--- src/design/fvm_pkg.sv ---
package fvm_pkg;

  // default sizes
  localparam int MAX_TAPS_DEF    = 64;
  localparam int SAMPLE_BITS_DEF = 16;

  // coefficient format, fixed at q1.15
  localparam int COEF_BITS = 16;
  localparam int COEF_FRAC = 15;

  // register widths
  localparam int TAP_COUNT_BITS  = 7;
  localparam int COEF_INDEX_BITS = 6;
  localparam int CFG_DATA_BITS   = 16;
  localparam int CFG_INDEX_BITS  = 2;

  // register indexes
  localparam logic [CFG_INDEX_BITS-1:0] REG_TAP_COUNT  = 2'd0;
  localparam logic [CFG_INDEX_BITS-1:0] REG_COEF_INDEX = 2'd1;
  localparam logic [CFG_INDEX_BITS-1:0] REG_COEF_VALUE = 2'd2;

  // controller to datapath
  typedef struct packed {
    logic accept;    // item taken this cycle
    logic issue;     // read one tap pair
    logic load_out;  // round, saturate, load output register
  } fvm_cmd_t;

  // datapath to controller
  typedef struct packed {
    logic produce;    // item being offered completes a window
    logic last_tap;   // this issue reads the last tap
    logic pipe_busy;  // products still in flight
    logic out_free;   // output register can take a result
  } fvm_status_t;

endpackage

--- src/design/fvm_in_if.sv ---
interface fvm_in_if
  import fvm_pkg::*;
#(
  parameter int SAMPLE_BITS = SAMPLE_BITS_DEF
);
  logic                          valid;
  logic                          ready;
  logic signed [SAMPLE_BITS-1:0] sample;
  logic                          block_start;

  modport source (output valid, output sample, output block_start, input ready);
  modport sink   (input valid, input sample, input block_start, output ready);
endinterface

--- src/design/fvm_out_if.sv ---
interface fvm_out_if
  import fvm_pkg::*;
#(
  parameter int SAMPLE_BITS = SAMPLE_BITS_DEF
);
  logic                          valid;
  logic                          ready;
  logic signed [SAMPLE_BITS-1:0] filtered;
  logic                          saturated;

  modport source (output valid, output filtered, output saturated, input ready);
  modport sink   (input valid, input filtered, input saturated, output ready);
endinterface

--- src/design/fvm_ram.sv ---
module fvm_ram #(
  parameter int WIDTH = 16,
  parameter int DEPTH = 64,
  localparam int AW = (DEPTH > 1) ? $clog2(DEPTH) : 1
) (
  input  logic             clk,
  input  logic             we,
  input  logic [AW-1:0]    waddr,
  input  logic [WIDTH-1:0] wdata,
  input  logic [AW-1:0]    raddr,
  output logic [WIDTH-1:0] rdata
);

  logic [WIDTH-1:0] mem [DEPTH];

  always_ff @(posedge clk) begin
    if (we) begin
      mem[waddr] <= wdata;
    end
    rdata <= mem[raddr];
  end

endmodule

--- src/design/fvm_ctrl.sv ---
module fvm_ctrl
  import fvm_pkg::*;
(
  input  logic        clk,
  input  logic        rst,
  input  logic        in_valid,
  output logic        in_ready,
  input  fvm_status_t status,
  output fvm_cmd_t    cmd
);

  typedef enum logic [2:0] {
    S_IDLE  = 3'b001,
    S_RUN   = 3'b010,
    S_DRAIN = 3'b100
  } state_t;

  state_t state, state_next;

  always_ff @(posedge clk) begin
    if (rst) begin
      state <= S_IDLE;
    end else begin
      state <= state_next;
    end
  end

  always_comb begin
    state_next   = state;
    in_ready     = 1'b0;
    cmd.accept   = 1'b0;
    cmd.issue    = 1'b0;
    cmd.load_out = 1'b0;
    case (state)
      S_IDLE: begin
        in_ready   = 1'b1;
        cmd.accept = in_valid;
        if (in_valid && status.produce) begin
          state_next = S_RUN;
        end
      end
      S_RUN: begin
        cmd.issue = 1'b1;
        if (status.last_tap) begin
          state_next = S_DRAIN;
        end
      end
      S_DRAIN: begin
        if (!status.pipe_busy && status.out_free) begin
          cmd.load_out = 1'b1;
          state_next   = S_IDLE;
        end
      end
      default: begin
        state_next = S_IDLE;
      end
    endcase
  end

endmodule

--- src/design/fvm_dpath.sv ---
module fvm_dpath
  import fvm_pkg::*;
#(
  parameter int MAX_TAPS    = MAX_TAPS_DEF,
  parameter int SAMPLE_BITS = SAMPLE_BITS_DEF
) (
  input  logic                          clk,
  input  logic                          rst,
  input  fvm_cmd_t                      cmd,
  output fvm_status_t                   status,
  input  logic signed [SAMPLE_BITS-1:0] sample,
  input  logic                          block_start,
  input  logic                          cfg_we,
  input  logic [CFG_INDEX_BITS-1:0]     cfg_index,
  input  logic [CFG_DATA_BITS-1:0]      cfg_data,
  input  logic                          out_ready,
  output logic                          out_valid,
  output logic signed [SAMPLE_BITS-1:0] filtered,
  output logic                          saturated
);

  localparam int AW    = (MAX_TAPS > 1) ? $clog2(MAX_TAPS) : 1;
  localparam int CW    = $clog2(MAX_TAPS + 1);
  localparam int PW    = SAMPLE_BITS + COEF_BITS;
  localparam int ACC_W = PW + AW + 1;
  localparam int SHW   = ACC_W - COEF_FRAC;

  localparam logic signed [ACC_W-1:0] RND_HALF = ACC_W'(2 ** (COEF_FRAC - 1));

  // configuration
  logic [TAP_COUNT_BITS-1:0]  tap_count;
  logic [COEF_INDEX_BITS-1:0] coef_index;
  logic [MAX_TAPS-1:0]        coef_valid;
  logic                       coef_we;
  logic [CW-1:0]              taps_eff;

  // sample window
  logic [AW-1:0] wr_ptr;
  logic [CW-1:0] fill;
  logic [CW-1:0] fill_base;
  logic [CW-1:0] fill_next;
  logic [AW-1:0] rd_ptr;
  logic [AW+1:0] start_sum;
  logic [AW-1:0] start_ptr;
  logic [AW-1:0] tap_k;

  // mac pipeline
  logic [COEF_BITS-1:0]          coef_q;
  logic signed [SAMPLE_BITS-1:0] hist_q;
  logic                          coef_ok;
  logic signed [COEF_BITS-1:0]   coef_eff;
  logic                          rd_vld;
  logic                          prod_vld;
  logic signed [PW-1:0]          prod;
  logic signed [ACC_W-1:0]       acc;

  // rounding and clipping
  logic signed [ACC_W-1:0]       rnd;
  logic [SHW-1:0]                shv;
  logic                          sat_hi;
  logic                          sat_lo;
  logic signed [SAMPLE_BITS-1:0] y;

  assign taps_eff = (32'(tap_count) > MAX_TAPS) ? CW'(MAX_TAPS) : CW'(tap_count);
  assign coef_we  = cfg_we && (cfg_index == REG_COEF_VALUE) && (32'(coef_index) < MAX_TAPS);

  always_ff @(posedge clk) begin
    if (rst) begin
      tap_count  <= '0;
      coef_index <= '0;
      coef_valid <= '0;
    end else begin
      if (coef_we) begin
        coef_valid[AW'(coef_index)] <= 1'b1;
      end
      if (cfg_we) begin
        case (cfg_index)
          REG_TAP_COUNT:  tap_count  <= cfg_data[TAP_COUNT_BITS-1:0];
          REG_COEF_INDEX: coef_index <= cfg_data[COEF_INDEX_BITS-1:0];
          default: ;
        endcase
      end
    end
  end

  fvm_ram #(.WIDTH(COEF_BITS), .DEPTH(MAX_TAPS)) u_coef_ram (
    .clk   (clk),
    .we    (coef_we),
    .waddr (AW'(coef_index)),
    .wdata (cfg_data[COEF_BITS-1:0]),
    .raddr (tap_k),
    .rdata (coef_q)
  );

  fvm_ram #(.WIDTH(SAMPLE_BITS), .DEPTH(MAX_TAPS)) u_hist_ram (
    .clk   (clk),
    .we    (cmd.accept),
    .waddr (wr_ptr),
    .wdata (sample),
    .raddr (rd_ptr),
    .rdata (hist_q)
  );

  // window bookkeeping for the item on offer
  assign fill_base = block_start ? '0 : fill;
  assign fill_next = (32'(fill_base) < MAX_TAPS) ? CW'(fill_base + CW'(1)) : fill_base;

  // oldest tap sits taps_eff-1 entries behind the slot being written
  assign start_sum = (AW+2)'(wr_ptr) + (AW+2)'(MAX_TAPS) + (AW+2)'(1) - (AW+2)'(taps_eff);
  assign start_ptr = (32'(start_sum) >= MAX_TAPS) ? AW'(start_sum - (AW+2)'(MAX_TAPS))
                                                  : AW'(start_sum);

  assign status.produce   = (taps_eff != '0) && (fill_next >= taps_eff);
  assign status.last_tap  = (CW'(tap_k) + CW'(1)) == taps_eff;
  assign status.pipe_busy = rd_vld || prod_vld;
  assign status.out_free  = !out_valid || out_ready;

  always_ff @(posedge clk) begin
    if (rst) begin
      wr_ptr   <= '0;
      fill     <= '0;
      rd_ptr   <= '0;
      tap_k    <= '0;
      rd_vld   <= 1'b0;
      prod_vld <= 1'b0;
    end else begin
      rd_vld   <= cmd.issue;
      prod_vld <= rd_vld;
      if (cmd.accept) begin
        wr_ptr <= (32'(wr_ptr) == MAX_TAPS - 1) ? '0 : AW'(wr_ptr + AW'(1));
        fill   <= fill_next;
        rd_ptr <= start_ptr;
        tap_k  <= '0;
      end else if (cmd.issue) begin
        rd_ptr <= (32'(rd_ptr) == MAX_TAPS - 1) ? '0 : AW'(rd_ptr + AW'(1));
        tap_k  <= AW'(tap_k + AW'(1));
      end
    end
  end

  // unwritten coefficient slots read as zero
  assign coef_eff = coef_ok ? $signed(coef_q) : '0;

  always_ff @(posedge clk) begin
    coef_ok <= coef_valid[tap_k];
    prod    <= coef_eff * hist_q;
    if (cmd.accept) begin
      acc <= '0;
    end else if (prod_vld) begin
      acc <= acc + ACC_W'(prod);
    end
  end

  // round half up at the binary point, then clip to the sample range
  assign rnd    = acc + RND_HALF;
  assign shv    = rnd[ACC_W-1:COEF_FRAC];
  assign sat_hi = !shv[SHW-1] && (shv[SHW-2:SAMPLE_BITS-1] != '0);
  assign sat_lo = shv[SHW-1] && (shv[SHW-2:SAMPLE_BITS-1] != '1);

  always_comb begin
    if (sat_hi) begin
      y = {1'b0, {(SAMPLE_BITS-1){1'b1}}};
    end else if (sat_lo) begin
      y = {1'b1, {(SAMPLE_BITS-1){1'b0}}};
    end else begin
      y = $signed(shv[SAMPLE_BITS-1:0]);
    end
  end

  always_ff @(posedge clk) begin
    if (rst) begin
      out_valid <= 1'b0;
    end else if (cmd.load_out) begin
      out_valid <= 1'b1;
    end else if (out_ready) begin
      out_valid <= 1'b0;
    end
  end

  always_ff @(posedge clk) begin
    if (cmd.load_out) begin
      filtered  <= y;
      saturated <= sat_hi || sat_lo;
    end
  end

endmodule

--- src/design/fir_filter_valid_mode.sv ---
// valid-mode fir correlation, q1.15 samples and coefficients
//
// din carries one sample item (sample, block_start) per valid/ready handshake;
// dout carries one result item (filtered, saturated). block_start restarts the
// window count. once tap_count samples of the current block have arrived, each
// further sample yields one result: the oldest window sample meets c[0], the
// newest meets c[tap_count-1]. tap_count 0, or a window not yet full, yields none.
// configuration goes through cfg_we / cfg_index / cfg_data while no item is in
// flight: index 0 tap_count, 1 coef_index, 2 coef_value (stored at coef_index).
// timing: an item that yields no result is taken in the idle state, which stays
// ready; an item that yields a result is accepted, walks the taps on the single
// shared multiply-accumulate, then drains the ram read / product / accumulate
// stages, and its result shows on dout in the cycle after it is loaded.
// the result sits in an output register, so the next sample is accepted while
// it waits; if dout stalls, the following result holds in the accumulator and
// din is not ready until the output register frees up.
// reset marks every coefficient unwritten (read as zero) and clears tap_count,
// coef_index, the window count and the history pointer; no clearing pass is needed
module fir_filter_valid_mode
  import fvm_pkg::*;
#(
  parameter int MAX_TAPS    = MAX_TAPS_DEF,
  parameter int SAMPLE_BITS = SAMPLE_BITS_DEF
) (
  input  logic                      clk,
  input  logic                      rst,
  fvm_in_if.sink                    din,
  fvm_out_if.source                 dout,
  input  logic                      cfg_we,
  input  logic [CFG_INDEX_BITS-1:0] cfg_index,
  input  logic [CFG_DATA_BITS-1:0]  cfg_data
);

  fvm_cmd_t    cmd;
  fvm_status_t st;

  // sequencer: idle -> run over the taps -> drain the mac pipe
  fvm_ctrl u_ctrl (
    .clk      (clk),
    .rst      (rst),
    .in_valid (din.valid),
    .in_ready (din.ready),
    .status   (st),
    .cmd      (cmd)
  );

  // history and coefficient rams, shared mac, rounding and output register
  fvm_dpath #(
    .MAX_TAPS    (MAX_TAPS),
    .SAMPLE_BITS (SAMPLE_BITS)
  ) u_dpath (
    .clk         (clk),
    .rst         (rst),
    .cmd         (cmd),
    .status      (st),
    .sample      (din.sample),
    .block_start (din.block_start),
    .cfg_we      (cfg_we),
    .cfg_index   (cfg_index),
    .cfg_data    (cfg_data),
    .out_ready   (dout.ready),
    .out_valid   (dout.valid),
    .filtered    (dout.filtered),
    .saturated   (dout.saturated)
  );

  // no new item while products are still in flight
  assert property (@(posedge clk) disable iff (rst) st.pipe_busy |-> !din.ready)
    else $error("input ready while mac pipe busy");

  // a result is loaded only into a free output register
  assert property (@(posedge clk) disable iff (rst) cmd.load_out |-> st.out_free)
    else $error("result loaded over a pending result");

  // an item that completes a window starts the tap walk with no wait state between
  assert property (@(posedge clk) disable iff (rst)
    (cmd.accept && st.produce) |=> cmd.issue)
    else $error("tap walk did not start after accept");

  // a loaded result shows on the output channel next cycle
  assert property (@(posedge clk) disable iff (rst) cmd.load_out |=> dout.valid)
    else $error("loaded result not presented");

endmodule
--- src/flat_wrapper.sv ---
// flat-port wrapper written by rule: the top's interface ports become plain ports
module fir_filter_valid_mode_flat import fvm_pkg::*;
#(
  parameter int MAX_TAPS    = MAX_TAPS_DEF,
  parameter int SAMPLE_BITS = SAMPLE_BITS_DEF
)
  (clk, rst, cfg_we, cfg_index, cfg_data, din_valid, din_sample, din_block_start, din_ready, dout_valid, dout_filtered, dout_saturated, dout_ready);
  fvm_in_if #(.SAMPLE_BITS(SAMPLE_BITS)) din_i ();
  fvm_out_if #(.SAMPLE_BITS(SAMPLE_BITS)) dout_i ();
  input  logic clk;
  input  logic rst;
  input  logic cfg_we;
  input  logic [CFG_INDEX_BITS-1:0] cfg_index;
  input  logic [CFG_DATA_BITS-1:0] cfg_data;
  input wire logic [$bits(din_i.valid)-1:0] din_valid;
  input wire logic [$bits(din_i.sample)-1:0] din_sample;
  input wire logic [$bits(din_i.block_start)-1:0] din_block_start;
  output wire logic [$bits(din_i.ready)-1:0] din_ready;
  output wire logic [$bits(dout_i.valid)-1:0] dout_valid;
  output wire logic [$bits(dout_i.filtered)-1:0] dout_filtered;
  output wire logic [$bits(dout_i.saturated)-1:0] dout_saturated;
  input wire logic [$bits(dout_i.ready)-1:0] dout_ready;
  assign din_i.valid = din_valid;
  assign din_i.sample = din_sample;
  assign din_i.block_start = din_block_start;
  assign din_ready = din_i.ready;
  assign dout_valid = dout_i.valid;
  assign dout_filtered = dout_i.filtered;
  assign dout_saturated = dout_i.saturated;
  assign dout_i.ready = dout_ready;
  fir_filter_valid_mode #(.MAX_TAPS(MAX_TAPS), .SAMPLE_BITS(SAMPLE_BITS)) u_core (.clk(clk), .rst(rst), .din(din_i), .dout(dout_i), .cfg_we(cfg_we), .cfg_index(cfg_index), .cfg_data(cfg_data));
endmodule
--- config.mk ---
export PLATFORM = sky130hd
export DESIGN_NAME = fir_filter_valid_mode_flat
export DESIGN_NICKNAME = d
export VERILOG_FILES = /design/src/design/fvm_pkg.sv /design/src/design/fvm_in_if.sv /design/src/design/fvm_out_if.sv /design/src/design/fvm_ram.sv /design/src/design/fvm_ctrl.sv /design/src/design/fvm_dpath.sv /design/src/design/fir_filter_valid_mode.sv /design/src/flat_wrapper.sv
export SDC_FILE = /design/constraint.sdc
export NUM_CORES = 2
export LEC_CHECK = 0
export BUFFER_PORTS_ARGS = -buffer_cell sky130_fd_sc_hd__buf_2
export CORE_MARGIN = 4
export CORE_UTILIZATION = 30
export DETAILED_ROUTE_END_ITERATION = 10
export PLACE_DENSITY = 0.43
export SYNTH_ARGS = -nofsm -noshare
export SYNTH_HDL_FRONTEND = slang
export SYNTH_SLANG_ARGS = --single-unit
--- constraint.sdc ---
create_clock -name clk -period 8.2 [get_ports clk]
set_input_delay 0 -clock clk [delete_from_list [all_inputs] [get_ports clk]]
set_output_delay 0 -clock clk [all_outputs]
set_load 0.005 [all_outputs]
Yosys cells after proc, flatten, opt, wreduce, memory -nomap -nowiden
Memories as Yosys holds them, arrays and structs flattened. A register that Yosys moved wholly into a read port is not among the register bits. Cells that the tools add are included.

Multiplexer cells: 29. Shifts and indexed selects: 0. $mul: 1. Add/sub/neg operators: 11. Reductions and logical operators: 22. Eq/ne operators: 12. Div/mod/pow operators: 0. Bitwise operators: 1. $lt $le $gt $ge: 7.

Operators by type and width (number): OR 64 bit (1); adder 39 x 16 -> 39 bit (second input constant) (1); adder 39 x 32 -> 39 bit (1); multiplier 16 x 16 -> 32 bit (1); two-way mux 16 bit (2); two-way mux 6 bit (5); two-way mux 7 bit (3); adder 6 x 1 -> 6 bit (second input constant) (3); less-than comparator 6 x 7 -> 1 bit (second input constant) (2); two-way mux 1 bit (13); equality test 6 bit (second input constant) (2); two-way mux 3 bit (3); case mux 3 bit (3 select lines) (1); adder 6 x 7 -> 8 bit (second input constant) (1); adder 8 x 1 -> 8 bit (second input constant) (1); greater-or-equal comparator 8 x 7 -> 1 bit (second input constant) (1); inequality test 8 bit (second input constant) (1); nonzero test 8 bit (1); subtractor 8 x 7 -> 8 bit (1); adder 6 x 1 -> 7 bit (second input constant) (1); adder 7 x 1 -> 7 bit (second input constant) (1); equality test 7 bit (1); greater-or-equal comparator 7 bit (1); greater-than comparator 7 bit (second input constant) (1); 21 further kinds (34).

Logic and storage cells: 101. Bits in latches: 0. RAM bits: 2048. Output and inout bits: 19. Register bits after elaboration: 197. Bits of input ports: 40. Memory bits (read-only): 0. Memories kept: 2.

Memories: u_core.u_dpath.u_coef_ram.mem (words 64, width 16, rd ports 1, clocked after memory_dff 1, write ports 1, line fvm_ram.sv:14) `logic [WIDTH-1:0] mem [DEPTH];`; u_core.u_dpath.u_hist_ram.mem (words 64, width 16, rd ports 1, clocked after memory_dff 1, write ports 1, line fvm_ram.sv:14).

Depth between registers and ports, before layout
Depth after elaboration: 8. Depth in mapped cells: 29.

Cells and area by module
Synthesis repeated with hierarchy kept, for this count alone.

Cells, all modules: 5987. Area, all modules: 100731.6 um2.

By module, submodules not included: fvm_ram (area each 40042.2 um2, instances 2, cells an instance 1829); fvm_dpath (area each 20440.9 um2, instances 1, cells an instance 2307); fvm_ctrl (area each 206.4 um2, instances 1, cells an instance 22).

Least setup slack after synthesis
No wires, ideal clock.

Path kind: register to register. From: register u_core.u_dpath.coef_ok. To: register u_core.u_dpath.prod[31]. Data arrival time: 6.522 ns. Stages on the path, launching flop included: 28. Clock period less this slack: 6.642 ns. Setup time: 0.120 ns. Path slack: 1.558 ns. Required time: 8.080 ns. Cell sequence: dfxtp_1 -> clkbuf_1 -> clkbuf_1 -> and2_1 -> clkbuf_1 -> nand2_1 -> fa_1 -> fa_1 -> fa_1 -> inv_1 -> fa_1 -> fa_1 -> inv_1 -> fa_1 -> inv_1 -> ha_1 -> clkbuf_1 -> a21oi_1 -> o21ai_0 -> o41ai_1 -> o32ai_1 -> o41ai_1 -> a21oi_1 -> nand2_1 -> o21ai_1 -> a21bo_2 -> a21oi_1 -> xnor2_1.

Longest elaborated chain between the ends: 2.

Ends and longest elaborated chain: from (decl) (line fvm_dpath.sv:50) `logic coef_ok;`; from (signal assigned) (line fvm_dpath.sv:145) `coef_ok <= coef_valid[tap_k];`; two-way mux 16 bit (line fvm_dpath.sv:142) `assign coef_eff = coef_ok ? $signed(coef_q) : '0;`; multiplier 16 x 16 -> 32 bit (line fvm_dpath.sv:146) `prod <= coef_eff * hist_q;`; to (signal assigned) (line fvm_dpath.sv:146); to (decl) (line fvm_dpath.sv:54) `logic signed [PW-1:0] prod;`.

No other way between the ends. A chain may end at the register's enable or synchronous reset.

Final worst setup path
Ends and elaborated chain as after synthesis.

==> flow_summary.toml <==
[status]
outcome = "complete, no violations"

[grt]
grt_pass1_vias = 51931
grt_first_pass_wirelength_um = 387000
grt.overflow.total = 0
grt.total_usage_pct = 15.7
grt_start_max_net_pins = 130
antenna_found_initial = 9

[worst_setup_path]
worstSetupPathType = "reg2reg"
path_max_fanout = 71
crit_slowest_cell = "dfxtp_4"
cp.arrival_ns = 8.13
cp_top_family = "adder cells"
reg2reg_slack_ns = 0.78
end_kind = "flop"
startpoint_type = "flop"
cpMostUsedCell = "fa_1"
cp.required_ns = 8.91
cpPeakStageDelay_ns = 0.69
crit_buf_inv = 6

[yosys]
syn_area_um2 = 98400
ys_ff_latch = 2277
synthArstFlopShare_pct = 0
yosys.area.top_type = "edfxtp_1"
synth_warnings = 0
synth_top_area_share_pct = 63.0
synthCells = 5297
ys.flop_type = "edfxtp_1"
syn-num-nets = 5742
synth_edf_count = 2065
avgSynthCellArea_um2 = 18.6
synthDistinctLibCells = 75
synth_area_leaders = "edfxtp_1 63%, mux4_2 15%, fa_1 5.4%"
seq_area_frac_synth_pct = 67.3

[sta]
slew-limit-headroom_pct = 18.2
setup_violations = 0
final-hold-violation-count = 0
finalMaxSlewViolations = 0
finClkSkew_ns = 0.0813
fin_crit_ns = 7.42
rsz0062_at_grt = "no"
worstMarginPinSlew_ns = 1.23
fin_setup_tns_ns = 0
period_share_pct = 90.5
fmax_mhz = 135
hold_ws_ns = 0.158

[layout]
fin_nets = 6005
regArea_um2 = 66300
post-route-util_pct = 34.8
num-fill-cells = 30819
multi_input_area_um2 = 30500
area_growth_pct = 15.8
drive_gt1_share_pct = 25.1

[routing]
wirelength_um = 270000
wl_met1_um = 123000
met3_length_um = 10200
drt_iter0_markers = 4093
postRouteAntennaNets = 0
vias_per_cell = 4.86
dr.pass1.iters = 7
wl_per_cell_um = 26.7
drc = 0
met2RoutedLength_um = 131000
top_layer_used = "met5"
vias = 49149

[placement]
gp_congestion = 0.819
dp_hpwl_um = 156000
io_buffers = 58

[pwr]
finalPower_mw = 27.6
p_int_mw = 20.7
switching_share_pct = 24.8
seqPwrFrac_pct = 47.2
power_frac_comb_pct = 11.1
p_leak_nw = 37.1
peakVddDrop_uv = 168
clkPwrFrac_pct = 41.7
p_switching_mw = 6.83
p_per_area_nw_per_um2 = 242

[clock_network]
htree_levels = 5
clock-sinks = 2277
cts_buffers = 269
clk_latency_ns = 0.89
cts_tree = "built"
root_buffer = "clkbuf_16"
ctsResizeCount = 0
clk_pin_slew_ns = 0.06
cts_max_path_buffers = 4

[floorplan]
rows = 210
core_area_um2 = 327000
dieHeight_um = 581
die_x_um = 581
dieArea_um2 = 337000
start_util_pct = 30.1
ioPinCount = 59

[run]
max_cap_viol_count = 0

[hold_path]
min_path_type = "in2reg"
==> power groups by stage <==
stage | registers (mW) | logic, mW | clock network, mW
floorplan | 13.1 | 2.08 | 0
global placement | 13.3 | 3.08 | 0
detailed placement | 13.3 | 3.09 | 0
CTS | 13.0 | 3.12 | 11.8
global route | 13.0 | 3.41 | 12.3
finish | 13.0 | 3.06 | 11.5
==> synthesized netlist by cell type, drive strengths merged (3+ instances only) <==
| cell type | instances |
|---|---|
| nand2 | 232 |
| o211ai | 6 |
| nor2b | 22 |
| xor2 | 42 |
| nand3b | 9 |
| mux4 | 677 |
| dfxtp | 212 |
| a211oi | 15 |
| xnor2 | 69 |
| a31o | 3 |
| a311oi | 3 |
| nor3 | 17 |
| buf | 71 |
| o21bai | 8 |
| ha | 141 |
| mux2i | 56 |
| a21o | 25 |
| o41ai | 3 |
| or3 | 10 |
| clkbuf | 193 |
| mux2 | 17 |
| nor4 | 7 |
| fa | 264 |
| nand3 | 42 |
| o21ba | 15 |
| or3b | 7 |
| or2 | 5 |
| o22ai | 3 |
| a31oi | 8 |
| nand4 | 10 |
| nor2 | 352 |
| o32ai | 3 |
| o21a | 6 |
| and3 | 127 |
| inv | 311 |
| nand2b | 18 |
| o21ai | 86 |
| o31ai | 4 |
| and2 | 23 |
| edfxtp | 2065 |
| a21oi | 82 |
==> cell families (layout without fill, tap and decap cells) <==
| logic type | after synthesis | count (layout) | share of synthesized area [%] |
|---|---|---|---|
| AOI/OAI and AO/OA | 290 | 290 | 1.89 |
| xor gates and xnor gates | 111 | 111 | 0.988 |
| adders and majority gates | 405 | 405 | 7.16 |
| buffers and inverters | 576 | 1049 | 2.21 |
| DFF | 2277 | 2277 | 67.3 |
| muxes | 750 | 750 | 16.3 |
| other | 0 | 6 | 0 |
| and+or+nand+nor | 888 | 888 | 4.15 |
==> final cells by class <==
cell class / instances / share of cell area [%]
Inverter: 312 / 1.03
Multi-Input combinational cell: 2444 / 26.8
Sequential cell: 2277 / 58.2
Timing Repair Buffer: 256 / 1.74
Antenna cell: 6 / 0.0132
Clock inverter: 126 / 1.08
Tap cell: 4346 / 4.77
Clock buffer: 355 / 6.35
==> sequential cells by signal, indices dropped and copies added, names as in the netlist <==
signal,flops
u_core.u_dpath.u_coef_ram.mem,1024
u_core.u_dpath.u_hist_ram.mem,1024
u_core.u_dpath.coef_valid,64
u_core.u_dpath.acc,39
u_core.u_dpath.prod,32
u_core.u_dpath.filtered,16
u_core.u_dpath.u_coef_ram.rdata,16
u_core.u_dpath.u_hist_ram.rdata,16
u_core.u_dpath.fill,7
u_core.u_dpath.tap_count,7
u_core.u_dpath.coef_index,6
u_core.u_dpath.rd_ptr,6
u_core.u_dpath.tap_k,6
u_core.u_dpath.wr_ptr,6
u_core.u_ctrl.state,3
u_core.u_dpath.coef_ok,1
u_core.u_dpath.out_valid,1
u_core.u_dpath.prod_vld,1
u_core.u_dpath.rd_vld,1
u_core.u_dpath.saturated,1
==> path summary, 6_finish.rpt <==
| path | startpoint | to | depth (start not counted) |
|---|---|---|---|
| max | u_core.u_dpath.coef_ok$_DFF_P_ | u_core.u_dpath.prod[31]$_DFF_P_ | 26 |
| min | rst | u_core.u_dpath.coef_valid[14]$_SDFFE_PP0P_ | 3 |
| max reg2reg | u_core.u_dpath.coef_ok$_DFF_P_ | u_core.u_dpath.prod[31]$_DFF_P_ | 26 |
| min reg2reg | u_core.u_dpath.rd_vld$_SDFF_PP0_ | u_core.u_dpath.prod_vld$_SDFF_PP0_ | 1 |
==> metal layers <==
metal,global-route usage [%],vias up
met5,0,-
met4,3.58,2
met3,1.86,323
met2,26.1,1039
met1,22.2,26586
li1,-,21199
==> metrics by stage <==
stage	instances	area, um^2	setup slack [ns]
after floorplan	5297	98400	1.56
after global placement	9593	105000	0.924
after detailed placement	9593	105000	0.831
after CTS	10116	114000	0.799
after global routing	10118	114000	0.303
final	10122	114000	0.779
==> placed cells by master (no fill, tap or decap), types with 71 or more instances in the layout <==
master	n
edfxtp_1	2065
ha_1	141
buf_4	149
nor2_2	82
o21ai_0	83
fa_1	264
clkbuf_1	71
dfxtp_1	200
inv_1	311
a21oi_1	80
clkbuf_16	272
and3_1	127
mux4_2	677
nor2_1	223
nand2_1	232
==> worst reg2reg max path, delay by kind of cell, from the launching register on <==
family | cells | cell delay [ns]
buffers and inverters | 6 | 0.87
and+or+nand+nor | 4 | 0.78
DFF | 1 | 0.69
xor gates and xnor gates | 1 | 0.09
AOI/OAI and AO/OA | 8 | 1.87
adders and majority gates | 7 | 2.97
==> repair_timing <==
| item | CTS | global route |
|---|---|---|
| hold buffers | 42 | 0 |
| endpoints found under the hold margin | 2084 | 0 |
| buffers inserted | 0 | 0 |
Note: power is estimated with default switching activity, not from simulation.
